===== src/ssc_pkg.sv =====
// ----------------------------------------------------------------------------
// ssc_pkg: shared definitions for the shell contact density block
// Operation codes, status codes, register indexes, sequencer states and the
// fixed-point volume constant.
// ----------------------------------------------------------------------------
package ssc_pkg;

   localparam logic [1:0] OP_LOAD_PROBE  = 2'd0;
   localparam logic [1:0] OP_LOAD_TARGET = 2'd1;
   localparam logic [1:0] OP_COMPUTE     = 2'd2;
   localparam logic [1:0] OP_CLEAR_PROBE = 2'd3;

   localparam logic [1:0] STATUS_OK    = 2'd0;
   localparam logic [1:0] STATUS_EMPTY = 2'd1;
   localparam logic [1:0] STATUS_SAT   = 2'd2;

   localparam logic [2:0] REG_INNER     = 3'd0;
   localparam logic [2:0] REG_OUTER     = 3'd1;
   localparam logic [2:0] REG_BOX_X     = 3'd2;
   localparam logic [2:0] REG_BOX_Y     = 3'd3;
   localparam logic [2:0] REG_BOX_Z     = 3'd4;
   localparam logic [2:0] REG_REIMAGE   = 3'd5;
   localparam logic [2:0] REG_AVERAGE   = 3'd6;
   localparam logic [2:0] REG_NORMALIZE = 3'd7;

   // 4*pi/3 in unsigned Q.32.
   localparam logic [47:0] VOL_K = 48'd17990716939;

   localparam int NUM_W = 104;
   localparam int DEN_W = 48;

   typedef enum logic [3:0] {
      ST_IDLE,
      ST_RSQ,
      ST_OSQ,
      ST_RCU,
      ST_OCU,
      ST_DIF,
      ST_RD,
      ST_AX,
      ST_AY,
      ST_AZ,
      ST_CMP,
      ST_POST,
      ST_LAUNCH,
      ST_WAIT,
      ST_FIN
   } state_type;

   typedef enum logic [1:0] {
      DIV_T,
      DIV_K,
      DIV_D
   } div_stage_type;

endpackage


===== src/ssc_axis_gap.sv =====
// ----------------------------------------------------------------------------
// ssc_axis_gap: per-axis separation with optional minimum image
// Gives |p - t|, folded once by the box length when it exceeds half a box.
// ----------------------------------------------------------------------------
module ssc_axis_gap
   import ssc_pkg::*;
(
   input  logic signed [23:0] probe_pos,
   input  logic signed [23:0] target_pos,
   input  logic        [23:0] box_len,
   input  logic               reimage_on,
   output logic        [24:0] gap
);

   logic signed [24:0] diff;
   logic        [24:0] mag;
   logic        [25:0] twice;

   always_comb begin
      diff  = 25'(probe_pos) - 25'(target_pos);
      mag   = diff[24] ? 25'(-diff) : 25'(diff);
      twice = {mag, 1'b0};
      gap   = mag;
      if (reimage_on && (twice > {2'b00, box_len})) begin
         if (mag > {1'b0, box_len}) begin
            gap = mag - {1'b0, box_len};
         end else begin
            gap = {1'b0, box_len} - mag;
         end
      end
   end

endmodule


===== config.mk =====
export PLATFORM = sky130hd
export DESIGN_NAME = ssc_axis_gap
export DESIGN_NICKNAME = d
export VERILOG_FILES = /design/src/ssc_pkg.sv /design/src/ssc_axis_gap.sv
export SDC_FILE = /design/constraint.sdc
export NUM_CORES = 1
export LEC_CHECK = 0
export CORE_ASPECT_RATIO = 0.8
export CORE_MARGIN = 2
export CORE_UTILIZATION = 30
export DETAILED_ROUTE_END_ITERATION = 6
export DONT_BUFFER_PORTS = 1
export PLACE_DENSITY = 0.4
export SLEW_MARGIN = 10
export SYNTH_ARGS = -nofsm -noshare
export SYNTH_HDL_FRONTEND = slang
export SYNTH_SLANG_ARGS = --single-unit

===== constraint.sdc =====
create_clock -name vclk -period 10.15
set_input_delay 1.5225 -clock vclk [all_inputs]
set_output_delay 1.5225 -clock vclk [all_outputs]
set_load 0.01 [all_outputs]

==> run metrics, run 1 <==
multiplexer area fraction after synthesis=4.80%; startpoint types=primary input; Reg area=0 um^2; Worst slew margin=45.7%; period utilization=93.7%; max-cap violations=0; layout net count=1033; Fin Setup TNS=0 ps; IO buf count=0; largest net degree at the start of global routing=32; n_diodes=0; Final Max Slew Viols=0; min Tclk post-route=9510 ps; final count of hold timing violations=0; simple logic cell fraction of the synthesized area=24.3%; critical-path maximum fanout=31; FP Rows=45; Yosys cell types=76; Initial Utilization=30.9%; antenna-violating nets left=0; RD Place Congestion=0.944; DRC=0; first-pass GRT wire length=31.3 mm; synthesized area=0.00592 mm^2; DR iter-0 viols=402; die width=161 um; endpoints failing setup=0; Post-Synth XOR/XNOR Area=8.29%; Via-to-Cell Ratio=5.58; net count after synthesis=1049; sequential area share after synthesis=0%; cts repair resizes=0; HP Class=primary input to primary output; Area contributors post-synth=ha_1, a21oi_1, inv_1; fin util=32.8%; initial antenna violation count=0; Mapped Cells=880; post-synthesis compound-gate area fraction=32.8%; average cell area after synthesis=6.73 um^2; combinational family with the most area after synthesis=compound AO/OA/AOI/OAI gates; Die Ht=130 um; RSZ-0062 raised after global routing=no; wire per inst=17.5 um; share of cells above drive strength 1=6.03%; CP endpoint kind=primary output; area share of the largest cell type after synthesis=19.7%; CLK BUF=0; vias post-DR=6244; TritonRoute pass-1 iters=6; Total GRT Usage=18.2%; total power draw=1.22 mW; Hold Startpoint=reimage_on; status=completed; Yosys Warn Count=0; largest area contributor in the netlist=ha_1; critical path class=primary input to primary output; Seq cells=0; CTS hold repair buffers=0; Synth-to-Final Area Change=5.92%; Post-Place Cells=1120; Tightest Pin Transition=808 ps; worst path arrival time=7990 ps; # IOs=98; full die area=0.0209 mm^2; Non-Filler Instances=1120; post-DP HPWL=16.9 mm; final WL=19.6 mm; CP max stage delay=490 ps; pwr dens=195 mW/mm^2; Synth top cells by count=ha_1, inv_1, a21oi_1; Crit path required time=8630 ps; slowest CP cell=a2111oi_1; Hold EP=gap[24]; hold depth=1; FMAX=105 MHz; gr ovfl total=0; Placeable Area=0.0191 mm^2; Max IR drop VDD=97.5 uV; Adder-Cell Fraction of Synth Area=20.7%; top-count cell post-synth=ha_1; setup bufs post-CTS=0; Leak Pwr=2.94 nW; vias in the first global route=5794
## layer usage
layer | global-route usage (%) | share of wire [%] | vias up
met1 | 28.4 | 53 | 2905
met4 | 1.37 | 0.79 | 0
met2 | 28.4 | 42 | 168
met5 | 0 | 0 | -
li1 | - | - | 3163
met3 | 1.25 | 4.8 | 8
## how the worst max path moves through the flow
stage | end | cells after the start | start | slack (ps)
2_1_floorplan | gap[23] | 26 | target_pos[2] | 1290
3_3_place_gp | gap[12] | 28 | probe_pos[0] | 460
3_5_place_dp | gap[12] | 28 | probe_pos[0] | 390
4_1_cts | gap[12] | 28 | probe_pos[0] | 340
5_1_grt | gap[14] | 27 | probe_pos[0] | 20
6_report | gap[14] | 27 | probe_pos[0] | 640
## worst max-delay path: cells and delay by family
family / cells / cell delay [ps]
xor gates and xnor gates: 2 / 390
AOI/OAI and AO/OA: 12 / 3300
adders and majority gates: 3 / 1020
buffers and inverters: 4 / 540
muxes: 1 / 250
and+or+nand+nor: 5 / 940
## area by class of cell
type                       instances  area [um^2]
fill                            2154        12900
inverter                          92          345
multi-input combinational        745         5400
tap                              258          323
timing repair buffer              25          200
## per-stage QoR
stage          hold WS [ps]  setup WS, ps  cell area, um^2
2_1_floorplan          3170          1290             5920
4_1_cts                3190           345             6260
3_5_place_dp           3190           386             6260
6_report               3180           639             6270
3_3_place_gp           3180           457             6260
5_1_grt                3200          22.1             6270
## kinds of logic (layout without fill, tap and decap cells)
logic type               after synthesis  after routing
AO/OA/AOI/OAI                        290            290
XOR/XNOR                              56             56
adder cells (fa/ha/maj)               96             96
buffers and inverters                135            117
multiplexers                          28             28
AND/OR/NAND/NOR                      275            275
## where the power goes
| group | internal [mW] | total (mW) | leakage [nW] | switching, mW |
|---|---|---|---|---|
| clock | 0 | 0 | 0 | 0 |
| combinational | 0.496 | 1.22 | 2.94 | 0.728 |
| sequential | 0 | 0 | 0 | 0 |
## layout by cell type, fill, tap and decap left out, types with 8 or more instances in the layout
cell type  Yosys  routed
ha_1          93      93
nand2b_1      11      11
buf_4          0      24
xnor2_1       32      32
inv_1         92      92
o211ai_1      11      11
o21ai_1        8       8
a31oi_1        8       8
o21a_1        16      16
nand3_1       22      22
and3_1        12      12
xor2_1        24      24
o31ai_1       11      11
nor2b_1       14      14
nand2_1       69      69
or3_1          8       8
mux2i_1       25      25
o21ai_0       42      41
and2_1        12      12
nor2_1        59      59
nand4_1       13      13
a21o_1        35      35
nor3_1        19      19
a21oi_1       83      83
No activity file was read; power rests on OpenSTA's default activity.
==> inputs of run 2 (changes only) <==
==> constraint.sdc (replaced) <==
create_clock -name vclk -period 10.15
set_input_delay 0 -clock vclk [all_inputs]
set_output_delay 0 -clock vclk [all_outputs]
set_load 0.01 [all_outputs]
==> run metrics, run 2 (synthesized netlist as in run 1, its figures left out) <==
Final Hold Slack=149 ps; initial antenna violation count=0; n_diodes=0; wire per inst=18.0 um; Total GRT Usage=18.1%; Reg area=0 um^2; FMAX=141 MHz; Die Ht=130 um; first-pass GRT wire length=31.1 mm; Placeable Area=0.0191 mm^2; FP Rows=45; hold depth=1; CP endpoint kind=primary output; setup bufs post-CTS=0; final WL=19.8 mm; layout net count=1011; Final Max Slew Viols=0; status=completed; post-DP HPWL=17.1 mm; RSZ-0062 raised after global routing=no; DRC=0; Synth-to-Final Area Change=2.81%; Seq cells=0; IO buf count=0; DR iter-0 viols=410; vias post-DR=6168; min Tclk post-route=7090 ps; Post-Place Cells=1098; largest net degree at the start of global routing=27; CLK BUF=0; # IOs=98; Tightest Pin Transition=974 ps; share of cells above drive strength 1=3.45%; gr ovfl total=0; TritonRoute pass-1 iters=5; final count of hold timing violations=0; max-cap violations=0; Via-to-Cell Ratio=5.62; pwr dens=189 mW/mm^2; critical-path maximum fanout=24; period utilization=69.9%; critical path class=primary input to primary output; CTS hold repair buffers=0; worst path arrival time=7090 ps; Crit path required time=10150 ps; fillers=2130; antenna-violating nets left=0; full die area=0.0209 mm^2; Initial Utilization=30.9%; commonest cells after routing, fill and taps aside=ha_1, inv_1, a21oi_1; Non-Filler Instances=1098; most common cell after layout, fill and taps aside=ha_1; startpoint types=primary input; Leak Pwr=2.83 nW; Max IR drop VDD=50.1 uV; endpoints failing setup=0; HP Class=primary input to primary output; Fin Setup TNS=0 ps; cts repair resizes=0; RD Place Congestion=0.897; Worst slew margin=34.6%; die width=161 um; vias in the first global route=5793
run 2: through the flow:
stage	area [um^2]	setup slack, ps	power, mW	util, %
5_1_grt	6090	2460	1.27	31.8
4_1_cts	6090	3080	1.14	31.8
2_1_floorplan	5920	4340	0.889	-
6_report	6090	3060	1.15	31.8
3_3_place_gp	6090	3280	1.13	31.8
3_5_place_dp	6090	3130	1.13	31.8
run 2: routing by layer:
metal  vias to the layer above  GRT usage, %  wire length (um)
met2                       158          28.4              8220
li1                       3115             -                 -
met4                         0          1.68               194
met1                      2883          28.2             10600
met3                        12         0.704               774
met5                         -             0                 0
run 2: power breakdown:
part	internal [mW]	total (mW)	leakage, nW	switching, mW
logic	0.430	1.15	2.83	0.718
registers	0	0	0	0
clock network	0	0	0	0
total	0.430	1.15	2.83	0.718
run 2: final timing paths:
kind / endpoint / slack, ps / start
worst max-delay path: gap[14] / 3060 / probe_pos[0]
worst min-delay path: gap[24] / 150 / reimage_on
run 2: layout make-up:
type               instances  area, um^2  area share (%)
repair buffers             3        22.5           0.370
well taps                258         323            5.30
inverters                 92         345            5.67
multi-input cells        745        5400            88.7
run 2: critical path, cell delays in order:
cell and delay (ps):
inv_1 20, ha_1 210, fa_1 400, nor2b_1 270, o311a_2 260, o21ai_1 130, and3_1 210, a311o_1 370
a2111oi_0 590, nand2_1 210, o31ai_1 280, xnor2_1 220, inv_1 100, ha_1 410, a2111oi_0 440, o21ai_0 200
a211o_1 280, o22ai_1 250, o21ai_0 210, o21a_1 240, nor2_2 480, buf_4 430, mux2i_1 270, xor2_1 170
nor2_1 50, a21oi_1 370
==> inputs of run 3 (changes only) <==
ABC_AREA = 1   (was unset)
clock period = 7 ns   (was 10.15 ns; I/O delays follow)
==> run metrics, run 3 <==
worst path arrival time=5730 ps; area post-placement=0.00615 mm^2; commonest cells after routing, fill and taps aside=nand2_1, inv_1, ha_1; vias in the first global route=5925; pwr dens=260 mW/mm^2; HP Class=primary input to primary output; Fin Setup TNS=0 ps; final count of hold timing violations=0; Mapped Cells=1068; startpoint types=primary input; Die Ht=130 um; crit-path most repeated cell=nand2_1; Synth-to-Final Area Change=3.63%; Area contributors post-synth=nand2_1, ha_1, inv_1; RSZ-0062 raised after global routing=no; initial antenna violation count=0; Leak Pwr=3.51 nW; CLK BUF=0; RD Place Congestion=0.874; top-count cell post-synth=nand2_1; average cell area after synthesis=5.56 um^2; Place WS=1400 ps; IO buf count=0; die width=161 um; Via-to-Cell Ratio=4.80; Yosys cell types=52; Max IR drop VDD=96.2 uV; area share of the largest cell type after synthesis=19.8%; Yosys Warn Count=0; Crit path required time=7000 ps; fillers=2312; FP Rows=45; setup ws final=1270 ps; full die area=0.0209 mm^2; slowest CP cell=o21ai_0; sequential area share after synthesis=0%; largest net degree at the start of global routing=41; CP max stage delay=580 ps; DRC=0; met1 Use GR=29.1%; final WL=20.0 mm; synthesized area=0.00594 mm^2; DR iter-0 viols=364; period utilization=81.8%; GR Util met2=29.7%; endpoints failing setup=0; cts repair resizes=0; wire per inst=15.2 um; Total GRT Usage=19.0%; vias post-DR=6294; n_diodes=0; share of cells above drive strength 1=8.45%; CTS hold repair buffers=0; total power draw=1.60 mW; Initial Utilization=30.9%; Synth top cells by count=nand2_1, inv_1, ha_1; critical path class=primary input to primary output; min Tclk post-route=5730 ps; Tightest Pin Transition=801 ps; Seq cells=0; status=completed; Final Hold Slack=334 ps; final instance area=0.00615 mm^2; TritonRoute pass-1 iters=4; grt met3 use=2.48%; busiest grt layer=met2; Reg area=0 um^2; net count after synthesis=1237; largest area contributor in the netlist=nand2_1; Worst slew margin=46.0%; max-cap violations=0; FMAX=175 MHz; CP endpoint kind=primary output; first-pass GRT wire length=32.2 mm; Placeable Area=0.0192 mm^2; # IOs=98; most common cell after layout, fill and taps aside=nand2_1; critical-path maximum fanout=28; gr ovfl total=0; Final Max Slew Viols=0; layout net count=1224; antenna-violating nets left=0; post-DP HPWL=17.9 mm; setup bufs post-CTS=0
[run 3: cell count changes after synthesis, moves of 20 or more]
cell	change
nand2_2	+30
clkbuf_1	-29
xnor2_1	-24
inv_1	+96
mux2i_1	-25
o21ai_2	+20
nand3_1	+36
nand2_1	+244
a21o_1	-33
[run 3: through the flow]
| stage | instances | utilization, % |
|---|---|---|
| 2_1_floorplan | 1068 | - |
| 3_3_place_gp | 1311 | 32.0 |
| 3_5_place_dp | 1311 | 32.0 |
| 4_1_cts | 1311 | 32.0 |
| 5_1_grt | 1311 | 32.0 |
| 6_report | 1311 | 32.0 |
[run 3: worst max-delay path, delay by kind of cell]
family	cells	cell delay (ps)
AO/OA/AOI/OAI	6	1440
buffers and inverters	5	680
XOR/XNOR	1	330
adder cells (fa/ha/maj)	3	1010
AND/OR/NAND/NOR	16	2210
[run 3: cell families (layout without fill, tap and decap cells)]
kind of cell | count (synthesis) | count (layout) | synth area share (%)
simple gates | 530 | 530 | 39.6
buf+inv | 214 | 199 | 14.4
compound gates | 185 | 185 | 18.6
fa+ha+maj | 96 | 96 | 20.6
xor+xnor | 43 | 43 | 6.72
[run 3: final timing paths]
check,start,slack (ps),to,cells past startpoint
max,probe_pos[0],1270,gap[19],31
min,reimage_on,330,gap[21],3
[run 3: area by class of cell]
cell class	count	area [um^2]	area share (%)
multi-input combinational	854	5080	82.6
inverter	199	749	12.2
tap	258	323	5.25
[run 3: layer usage]
layer | share of wire, % | wire (um) | vias up
li1 | - | - | 3383
met1 | 54 | 10700 | 2767
met2 | 40 | 8000 | 142
met3 | 6.2 | 1240 | 2
met4 | 0.27 | 53 | 0
met5 | 0 | 0 | -
[run 3: report_power, final]
group,internal (mW),switching (mW)
clock network,0,0
logic,0.513,1.09
registers,0,0
