`config.mk`:
```
export PLATFORM = sky130hd
export DESIGN_NAME = ssc_divider
export DESIGN_NICKNAME = d
export VERILOG_FILES = /design/src/ssc_pkg.sv /design/src/ssc_divider.sv
export SDC_FILE = /design/constraint.sdc
export NUM_CORES = 1
export LEC_CHECK = 0
export BUFFER_PORTS_ARGS = -buffer_cell sky130_fd_sc_hd__buf_2
export CAP_MARGIN = 15
export CORE_AREA = 2 2 150 262
export DETAILED_ROUTE_END_ITERATION = 8
export DIE_AREA = 0 0 152 264
export PLACE_DENSITY_LB_ADDON = 0.05
export SLEW_MARGIN = 30
export SYNTH_ARGS = -nofsm -noshare
export SYNTH_HDL_FRONTEND = slang
export SYNTH_SLANG_ARGS = --single-unit
```
`constraint.sdc`:
```
create_clock -name clock -period 5.8 [get_ports clock]
set_clock_uncertainty 0.1 [all_clocks]
set_input_delay 0.58 -clock clock [delete_from_list [all_inputs] [get_ports clock]]
set_output_delay 0.58 -clock clock [all_outputs]
set_load 0.02 [all_outputs]
```
`src/ssc_pkg.sv`:
```
// ----------------------------------------------------------------------------
// ssc_pkg: shared definitions for the shell contact density block
// Operation codes, status codes, register indexes, sequencer states and the
// fixed-point volume constant.
// ----------------------------------------------------------------------------
package ssc_pkg;

   localparam logic [1:0] OP_LOAD_PROBE  = 2'd0;
   localparam logic [1:0] OP_LOAD_TARGET = 2'd1;
   localparam logic [1:0] OP_COMPUTE     = 2'd2;
   localparam logic [1:0] OP_CLEAR_PROBE = 2'd3;

   localparam logic [1:0] STATUS_OK    = 2'd0;
   localparam logic [1:0] STATUS_EMPTY = 2'd1;
   localparam logic [1:0] STATUS_SAT   = 2'd2;

   localparam logic [2:0] REG_INNER     = 3'd0;
   localparam logic [2:0] REG_OUTER     = 3'd1;
   localparam logic [2:0] REG_BOX_X     = 3'd2;
   localparam logic [2:0] REG_BOX_Y     = 3'd3;
   localparam logic [2:0] REG_BOX_Z     = 3'd4;
   localparam logic [2:0] REG_REIMAGE   = 3'd5;
   localparam logic [2:0] REG_AVERAGE   = 3'd6;
   localparam logic [2:0] REG_NORMALIZE = 3'd7;

   // 4*pi/3 in unsigned Q.32.
   localparam logic [47:0] VOL_K = 48'd17990716939;

   localparam int NUM_W = 104;
   localparam int DEN_W = 48;

   typedef enum logic [3:0] {
      ST_IDLE,
      ST_RSQ,
      ST_OSQ,
      ST_RCU,
      ST_OCU,
      ST_DIF,
      ST_RD,
      ST_AX,
      ST_AY,
      ST_AZ,
      ST_CMP,
      ST_POST,
      ST_LAUNCH,
      ST_WAIT,
      ST_FIN
   } state_type;

   typedef enum logic [1:0] {
      DIV_T,
      DIV_K,
      DIV_D
   } div_stage_type;

endpackage

```
`src/ssc_divider.sv`:
```
// ----------------------------------------------------------------------------
// ssc_divider: restoring divider, one quotient bit per cycle
// Divides a 104-bit numerator by a non-zero 48-bit divisor.
// ----------------------------------------------------------------------------
module ssc_divider
   import ssc_pkg::*;
(
   input  logic             clock,
   input  logic             reset,
   input  logic             div_start,
   input  logic [NUM_W-1:0] div_num,
   input  logic [DEN_W-1:0] div_den,
   output logic             div_busy,
   output logic             div_done,
   output logic [NUM_W-1:0] div_quo
);

   localparam int CNT_W = $clog2(NUM_W + 1);

   logic [DEN_W-1:0] rem_ff, rem_in;
   logic [NUM_W-1:0] nq_ff, nq_in;
   logic [DEN_W-1:0] den_ff, den_in;
   logic [CNT_W-1:0] cnt_ff, cnt_in;
   logic             busy_ff, busy_in;
   logic             done_ff, done_in;
   logic [DEN_W:0]   trial;
   logic             fits;

   always_comb begin
      trial   = {rem_ff, nq_ff[NUM_W-1]};
      fits    = trial >= {1'b0, den_ff};
      rem_in  = rem_ff;
      nq_in   = nq_ff;
      den_in  = den_ff;
      cnt_in  = cnt_ff;
      busy_in = busy_ff;
      done_in = 1'b0;
      if (div_start) begin
         rem_in  = '0;
         nq_in   = div_num;
         den_in  = div_den;
         cnt_in  = CNT_W'(NUM_W);
         busy_in = 1'b1;
      end else if (busy_ff) begin
         rem_in = fits ? DEN_W'(trial - {1'b0, den_ff}) : trial[DEN_W-1:0];
         nq_in  = {nq_ff[NUM_W-2:0], fits};
         cnt_in = cnt_ff - 1'b1;
         if (cnt_ff == CNT_W'(1)) begin
            busy_in = 1'b0;
            done_in = 1'b1;
         end
      end
   end

   always_ff @(posedge clock) begin
      if (reset) begin
         busy_ff <= 1'b0;
         done_ff <= 1'b0;
         cnt_ff  <= '0;
      end else begin
         busy_ff <= busy_in;
         done_ff <= done_in;
         cnt_ff  <= cnt_in;
      end
      rem_ff <= rem_in;
      nq_ff  <= nq_in;
      den_ff <= den_in;
   end

   assign div_busy = busy_ff;
   assign div_done = done_ff;
   assign div_quo  = nq_ff;

`ifndef NO_ASSERTIONS
   a_done_after_busy: assert property (@(posedge clock) disable iff (reset)
      div_done |-> $past(busy_ff))
      else $error("divider finished without running");
   a_no_start_busy: assert property (@(posedge clock) disable iff (reset)
      div_start |-> !busy_ff)
      else $error("divider restarted while running");
   a_rem_below_den: assert property (@(posedge clock) disable iff (reset)
      busy_ff && !$past(div_start) |-> rem_ff < den_ff)
      else $error("divider remainder out of range");
`endif

endmodule

```
==> results of run 1 <==
## layout by cell type, fill, tap and decap left out, types with 22 or more instances in the layout
master / n
a21o_1: 24
a21oi_1: 54
a311oi_1: 32
buf_2: 259
clkbuf_16: 25
dfxtp_1: 56
edfxtp_1: 152
ha_1: 50
inv_1: 65
mux2_2: 104
nand2_1: 107
nand3_1: 22
nor2_1: 61
nor3_1: 24
o21ai_0: 30
xnor2_1: 33
## through the flow
stage                     std cells  setup WS (ns)  instance area, sq um
final                          1772           1.86                 13800
after global placement         1729           1.91                 13000
after floorplan                1038           2.07                 11300
after CTS                      1772           1.86                 13800
after global routing           1772           1.64                 13800
after detailed placement       1729           1.86                 13000
## state kept, by name, summed over array words and instances (netlist names)
signal and cells:
den_ff 48, cnt_ff 7, rem_ff 48, div_quo 104, div_busy 1, div_done 1
## power groups by stage
| stage | combinational (mW) | clock [mW] | sequential (mW) |
|---|---|---|---|
| 3_5_place_dp | 0.907 | 0 | 1.86 |
| 3_3_place_gp | 0.908 | 0 | 1.87 |
| 6_report | 0.894 | 1.51 | 1.83 |
| 4_1_cts | 0.910 | 1.57 | 1.84 |
| 2_1_floorplan | 0.510 | 0 | 1.95 |
| 5_1_grt | 0.985 | 1.62 | 1.85 |
## cell usage after synthesis (all sizes together) (31+ instances only)
master    n
a21oi    54
a311oi   32
clkbuf   51
dfxtp    57
edfxtp  152
ha       50
inv      66
mux2    104
nand2   107
nor2     62
o21ai    31
xnor2    33
## per-layer routing
metal	share of wire [%]	track usage [%]	routed length (um)	up-vias
li1	-	-	-	4297
met1	37	17.1	12500	4155
met2	54	31.7	18300	211
met3	5.9	4.07	1970	50
met4	2.3	4.62	775	6
met5	0.095	0	32	-
## worst max path at each step
stage | end | startpoint | slack (ns)
6_report | rem_ff[47] | den_ff[38] | 1.86
5_1_grt | rem_ff[45] | den_ff[1] | 1.64
4_1_cts | rem_ff[47] | den_ff[38] | 1.86
3_5_place_dp | rem_ff[47] | den_ff[38] | 1.86
3_3_place_gp | rem_ff[45] | den_ff[38] | 1.91
2_1_floorplan | div_quo[0] | div_start | 2.07
## area by class of cell
cell class / count / area, sq um
fill: 3845 / 24400
sequential: 209 / 5710
multi-input combinational: 701 / 5070
timing repair buffer: 268 / 1370
clock buffer: 33 / 666
tap: 485 / 607
inverter: 66 / 250
clock inverter: 10 / 92.6
## cells by family after synthesis
logic type | count (synthesis) | share of synthesized area [%]
buffers and inverters | 128 | 4.50
muxes | 106 | 10.6
DFF | 209 | 50.6
xor gates and xnor gates | 49 | 3.80
and+or+nand+nor | 276 | 11.3
AOI/OAI and AO/OA | 219 | 13.5
adders and majority gates | 51 | 5.72
## worst reg2reg max path, stage by stage, from the launching register on
cell	delay [ns]
edfxtp_1	0.32
inv_1	0.04
ha_1	0.46
nand4_2	0.18
or2_1	0.31
or4_1	0.54
or4_1	0.40
o21ai_1	0.15
nor3_1	0.10
and3b_1	0.41
buf_4	0.39
a32o_1	0.26
a31o_1	0.18
==> metrics.cfg, run 1 <==
[sta]
relSlewSlack_pct=35.1
fmax_ghz=0.254
finalSetupViolCount=0
finalSetupTns_ns=0
rsz0062_at_grt=no
holdWs_ns=0.120
hold_viol_final=0
drv_slew=0
worstMarginPinSlew_ns=0.973
finalCritPeriodShare_pct=67.9
min_period_ns=3.94

[placed_design]
port_buffers=260
dp_hpwl_um=24600
place.gp.congestion=0.787

[clock_tree]
numCtsBuffers=24
clk-insertion-delay-late_ns=0.53
numClockSinks=209
htreeDepth=1
root_buffer=clkbuf_16
cts_resized=0
cts_setup_buffers=0
path_clk_slew_ns=0.06
clk_path_buf_depth=3
cts_tree=done
holdBufCountCts=0

[grt]
track_usage_pct=16.3
grt_pass1_wl_um=52400
grt_max_degree=76
grt_overflow=0
antenna_found_initial=3
grt_pass1_vias=9347

[drt]
route.detailed.drc=0
firstDrtPassIters=4
wl_per_cell_um=18.9
ant_nets=0
first_iter_violations=348
vias=8719
routed_wl_um=33600
via_per_inst=4.92

[power_and_ir_drop]
p_seq_share_pct=43.3
p_int_mw=3.00
clkPwrFrac_pct=35.6
p_per_area_mw_per_mm2=308
p_total_mw=4.24
switching_share_pct=29.3
pwr-share-comb_pct=21.1
p_sw_mw=1.24
vdd_drop_max_uv=239
leakage_nw=5.76

[hold_path]
hp-start=div_den[39]
hold_class=in2reg
hold_depth=1
holdPathEnd=den_ff[39]

[yosys]
syn_avg_cell_area_sq_um=10.9
synth.top_cell.area_share_pct=40.5
synthArstFlopShare_pct=0
synth_area_sq_mm=0.0113
synth-edff-count=152
synth_ff_type=edfxtp_1
synth-seq-cells=209
post_synth_main_area_contributors=edfxtp_1, mux2_2, dfxtp_1, ha_1, nand2_1
synth_fp_nets=1244
synthDistinctLibCells=66
post-synth-top-area-cell=edfxtp_1
netlist_instances=1038
yosys_warnings=0
ys_seq_area_share_pct=50.6

[setup_path]
critPathLaunchType=flip-flop
worstSetupPathType=reg2reg
crit_required_ns=6.13
cp.arrival_ns=4.27
r2r_end=rem_ff[47]
endpoint_kind=flip-flop
cpMostUsedCell=or4_1
crit_family=simple AND/OR/NAND/NOR gates
path_depth=12
r2r_slack_ns=1.86
reg2reg_from=den_ff[38]
crit_chain=inv_1 -> ha_1 -> nand4_2 -> or2_1 -> or4_1 -> or4_1 -> o21ai_1 -> nor3_1 -> and3b_1 -> buf_4 -> a32o_1 -> a31o_1
cp_slowest_cell=or4_1
cp_slowest_stage_delay_ns=0.54
path_buf_inv=2
path_max_fanout=32
r2r_cells=12

[layout]
fin_util_pct=36.1
drive_above_1_share_pct=32.6
antennaDiodeCount=0
nets=1476
area_growth_pct=22.0

[die]
fp.coreArea_sq_mm=0.0382
die_x_um=152
die-area_sq_mm=0.0401
initial_core_util_pct=29.6
rows=95
ios=261
die_y_um=264

[run]
cap_violations=0

[outcome]
status=complete, no violations

(Power assumes the default switching activity.)
==> inputs of run 2 (changes only) <==
==> constraint.sdc (replaced) <==
create_clock -name clock -period 3.75 [get_ports clock]
set_clock_uncertainty 0.1 [all_clocks]
set_input_delay 0.375 -clock clock [delete_from_list [all_inputs] [get_ports clock]]
set_output_delay 0.375 -clock clock [all_outputs]
set_load 0.02 [all_outputs]
==> run 2 against run 1 <==
Against the previous run: global-route usage rose by 0.40 points; critical path depth up 1; final cell count up 6.2%; total power rose by 58%; sequential cell count did not move; register-to-register slack lost 1.6 ns; utilization rose by 2.7 points; first-iteration DRC count shrank 18%; largest power group unchanged; highest routed layer is now met4.
==> metrics.cfg, run 2 (same netlist as run 1, synthesis figures left out) <==
[layout]
area_growth_pct=31.3
nets=1583
final_common_cell=buf_2
largest_reg_flops=104
drive_above_1_share_pct=32.2
final_cell_mix=buf_2, edfxtp_1, nand2_1
fillers=3857

[power_and_ir_drop]
p_seq_share_pct=42.5
leakage_nw=6.24
pwr-share-comb_pct=22.4
p_sw_mw=2.01
clkPwrFrac_pct=35.1
switching_share_pct=30.1
p_int_mw=4.67
p_per_area_mw_per_mm2=451
vdd_drop_max_uv=307
p_total_mw=6.68

[drt]
routed_wl_um=34500
vias=9209
via_per_inst=4.89
wl_per_cell_um=18.3
firstDrtPassIters=5
route.detailed.drc=0
ant_nets=0
first_iter_violations=285

[die]
die-area_sq_mm=0.0401
die_x_um=152
rows=95
ios=261
fp.coreArea_sq_mm=0.0382
initial_core_util_pct=29.6
die_y_um=264

[placed_design]
port_buffers=260
dp_hpwl_um=25500
place.gp.congestion=0.820

[grt]
grt_overflow=0
grt_pass1_vias=9918
grt_max_degree=97
grt_pass1_wl_um=53800
track_usage_pct=16.7
antenna_found_initial=1

[clock_tree]
htreeDepth=1
numClockSinks=209
numCtsBuffers=25
clk-insertion-delay-late_ns=0.56
root_buffer=clkbuf_16
cts_setup_buffers=0
cts_tree=done
path_clk_slew_ns=0.06
clk_path_buf_depth=3

[sta]
drv_slew=0
relSlewSlack_pct=51.9
worstMarginPinSlew_ns=0.719
rsz0062_at_grt=no
min_period_ns=3.48
hold_viol_final=0
fmax_ghz=0.288
finalSetupTns_ns=0
finalSetupViolCount=0
finalCritPeriodShare_pct=92.7

[setup_path]
endpoint_kind=flip-flop
cp.arrival_ns=3.83
path_max_fanout=13
critPathLaunchType=flip-flop
crit_required_ns=4.10
worstSetupPathType=reg2reg

[run]
cap_violations=0

[outcome]
status=complete, no violations

[hold_path]
hold_class=in2reg

==> run 2: critical path, stage by stage (launching register included) <==
cell and delay (ns):
edfxtp_1 0.32, inv_1 0.04, ha_1 0.40, nand4_2 0.17, or2_1 0.29, or4_1 0.54, or4_1 0.41, o21ai_1 0.13
nor3_1 0.09, nand3b_2 0.12, buf_4 0.23, buf_4 0.19, nand2_1 0.06, a311oi_1 0.28
==> run 2: per-layer routing <==
metal  track usage, %  share of wire, %
met1             17.4                37
met2             32.6                55
met3             4.04               5.7
met4             5.10               2.3
met5                0                 0
==> run 2: final timing paths <==
| kind | start | slack (ns) | to | depth (start not counted) |
|---|---|---|---|---|
| worst max-delay path | den_ff[39] | 0.27 | rem_ff[8] | 13 |
| worst min-delay path | div_num[98] | 0.03 | div_quo[98] | 2 |
| worst max register to register | den_ff[39] | 0.27 | rem_ff[8] | 13 |
| worst min register to register | rem_ff[43] | 0.38 | rem_ff[44] | 2 |
==> run 2: cell type report <==
type	instances	area (sq um)	area share, %
sequential	209	5710	38.5
inverter	66	250	1.69
multi-input combinational	701	5070	34.3
timing repair buffer	374	2410	16.3
clock inverter	13	95.1	0.642
clock buffer	33	666	4.49
tap	485	607	4.10
antenna	1	2.50	0.0169
==> run 2: stage by stage <==
step | worst slack (ns) | util, % | hold WS (ns) | cells | area, sq um
2_1_floorplan | 0.0919 | - | 0.348 | 1038 | 11300
3_3_place_gp | 0.200 | 34.6 | 0.370 | 1753 | 13200
3_5_place_dp | 0.128 | 34.6 | 0.371 | 1753 | 13200
4_1_cts | 0.127 | 38.8 | 0.000212 | 1881 | 14800
5_1_grt | 0.0133 | 38.8 | 0.00353 | 1882 | 14800
6_report | 0.274 | 38.8 | 0.0308 | 1882 | 14800
==> run 2: power groups by stage <==
stage	Sequential (mW)	Clock, mW	Combinational, mW
global placement	2.89	0	1.45
detailed placement	2.89	0	1.44
global route	2.87	2.53	1.64
floorplan	3.02	0	0.788
CTS	2.85	2.46	1.52
finish	2.84	2.34	1.50
==> run 2: timing repair <==
item	in CTS	in global routing
resized for setup	0	2
hold buffers	82	0
hold endpoints to repair	84	0
setup endpoints to repair	0	4
==> inputs of run 3 (changes only) <==
==> constraint.sdc (replaced) <==
create_clock -name clock -period 3.75 [get_ports clock]
set_clock_uncertainty 0.1 [all_clocks]
set_input_delay 0.1875 -clock clock [delete_from_list [all_inputs] [get_ports clock]]
set_output_delay 0.1875 -clock clock [all_outputs]
set_load 0.02 [all_outputs]
==> run 3 against run 2 <==
Against the previous run: routed wire length rose by 1.5%; non-clock buffer count rose by 69; hold slack improved by 0.23 ns; largest cell class unchanged; first-iteration DRC count fell by 9.8%; critical endpoint is now rem_ff[34]; fmax fell by 0.41%; register-to-register slack barely moved; die area did not move.
==> metrics.cfg, run 3 (same netlist as run 1, synthesis figures left out) <==
[clock_tree]
cts_setup_buffers=0
clk_path_buf_depth=3
numCtsBuffers=24
cts_tree=done
numClockSinks=209
root_buffer=clkbuf_16
htreeDepth=1
clk-insertion-delay-late_ns=0.54
path_clk_slew_ns=0.07

[power_and_ir_drop]
p_int_mw=5.11
pwr-share-comb_pct=21.9
clkPwrFrac_pct=38.3
vdd_drop_max_uv=381
switching_share_pct=28.3
p_sw_mw=2.02
p_per_area_mw_per_mm2=455
p_seq_share_pct=39.8
leakage_nw=6.60

[layout]
final_area_sq_mm=0.0156
largest_reg_flops=104
area_growth_pct=38.7
antennaDiodeCount=0
final_common_cell=buf_2
drive_above_1_share_pct=30.8
final_cell_mix=buf_2, dlygate4sd3_1, edfxtp_1
nets=1651

[run]
cap_violations=0

[setup_path]
critPathLaunchType=flip-flop
crit_chain=inv_1 -> ha_1 -> fa_1 -> nor2b_1 -> o2111ai_1 -> a2111oi_1 -> buf_4 -> o31ai_1 -> a21oi_2 -> a21boi_0 -> xor2_1 -> nor3_1 -> a221o_1
crit_required_ns=4.09
endpoint_kind=flip-flop
cp_slowest_cell=a2111oi_1
cp.arrival_ns=3.83
path_depth=13
cp_slowest_stage_delay_ns=0.59
path_max_fanout=4
worstSetupPathType=reg2reg
r2r_cells=13
path_buf_inv=2
crit_family=compound AO/OA/AOI/OAI gates

[drt]
route.detailed.drc=0
via_per_inst=4.84
first_iter_violations=257
wl_per_cell_um=18.0
firstDrtPassIters=4
routed_wl_um=35000
vias=9424
ant_nets=0

[grt]
grt_overflow=0
antenna_found_initial=0
grt_pass1_vias=10200
grt_max_degree=105
track_usage_pct=17.0
grt_pass1_wl_um=55200

[sta]
hold_viol_final=0
finalSetupTns_ns=0
rsz0062_at_grt=no
fmax_ghz=0.287
drv_slew=0
min_period_ns=3.49
worstMarginPinSlew_ns=0.714
finalSetupViolCount=0
finalCritPeriodShare_pct=93.1
relSlewSlack_pct=52.2

[die]
die_y_um=264
die_x_um=152
fp.coreArea_sq_mm=0.0382
rows=95
initial_core_util_pct=29.6
ios=261
die-area_sq_mm=0.0401

[hold_path]
hold_depth=2
hold_class=in2reg

[placed_design]
port_buffers=260
dp_hpwl_um=25300
placed_area_sq_mm=0.0132
place.gp.congestion=0.828

[outcome]
status=complete, no violations

[run 3: changes by cell type in the layout (fill, tap and decap cells not counted), moves of 2 or more]
cell / delta
clkbuf_1: -4
clkbuf_8: +3
dlygate4sd3_1: +72
clkinv_1: -3
bufinv_16: +5
buf_4: -3
inv_6: -2
[run 3: power by group through the flow]
| stage | registers, mW | logic, mW | clock network (mW) |
|---|---|---|---|
| after detailed placement | 2.88 | 1.45 | 0 |
| after global placement | 2.89 | 1.45 | 0 |
| after floorplan | 3.02 | 0.788 | 0 |
| after global routing | 2.86 | 1.71 | 2.90 |
| final | 2.84 | 1.56 | 2.73 |
| after CTS | 2.84 | 1.58 | 2.83 |
[run 3: final timing paths]
| kind | from | end | slack [ns] |
|---|---|---|---|
| worst min register to register | rem_ff[35] | rem_ff[35] | 0.39 |
| worst min-delay path | div_den[14] | den_ff[14] | 0.26 |
| worst max register to register | div_quo[103] | rem_ff[34] | 0.26 |
| worst max-delay path | div_quo[103] | rem_ff[34] | 0.26 |
[run 3: layout make-up]
class / instances / area [sq um]
clock buffers: 32 / 692
clock inverters: 12 / 213
repair buffers: 443 / 3110
multi-input cells: 701 / 5070
fillers: 3713 / 22500
flip-flops and latches: 209 / 5710
well taps: 485 / 607
inverters: 66 / 250
[run 3: metal layers]
metal | vias to the layer above | GRT usage [%] | part of all wire [%] | wire (um)
li1 | 4648 | - | - | -
met1 | 4452 | 17.9 | 38 | 13100
met2 | 251 | 32.5 | 53 | 18600
met3 | 73 | 3.31 | 5.2 | 1810
met4 | 0 | 6.95 | 4.0 | 1400
met5 | - | 0 | 0 | 0
[run 3: repair_timing]
action                                  in CTS  in global routing
hold buffers                               154                  0
hold endpoints to repair                   163                  0
endpoints found under the setup margin       2                  2
gates resized for setup                      1                  1
[run 3: metrics by stage]
step / power [mW] / util, % / instances / setup WS (ns) / hold WS (ns)
floorplan: 3.81 / - / 1038 / 0.0919 / 0.186
global placement: 4.34 / 34.6 / 1750 / -0.0455 / 0.264
detailed placement: 4.33 / 34.6 / 1750 / -0.0624 / 0.266
CTS: 7.25 / 41.0 / 1948 / 0.0468 / 0.230
global route: 7.47 / 41.0 / 1948 / 0.0454 / 0.245
finish: 7.12 / 41.0 / 1948 / 0.260 / 0.257
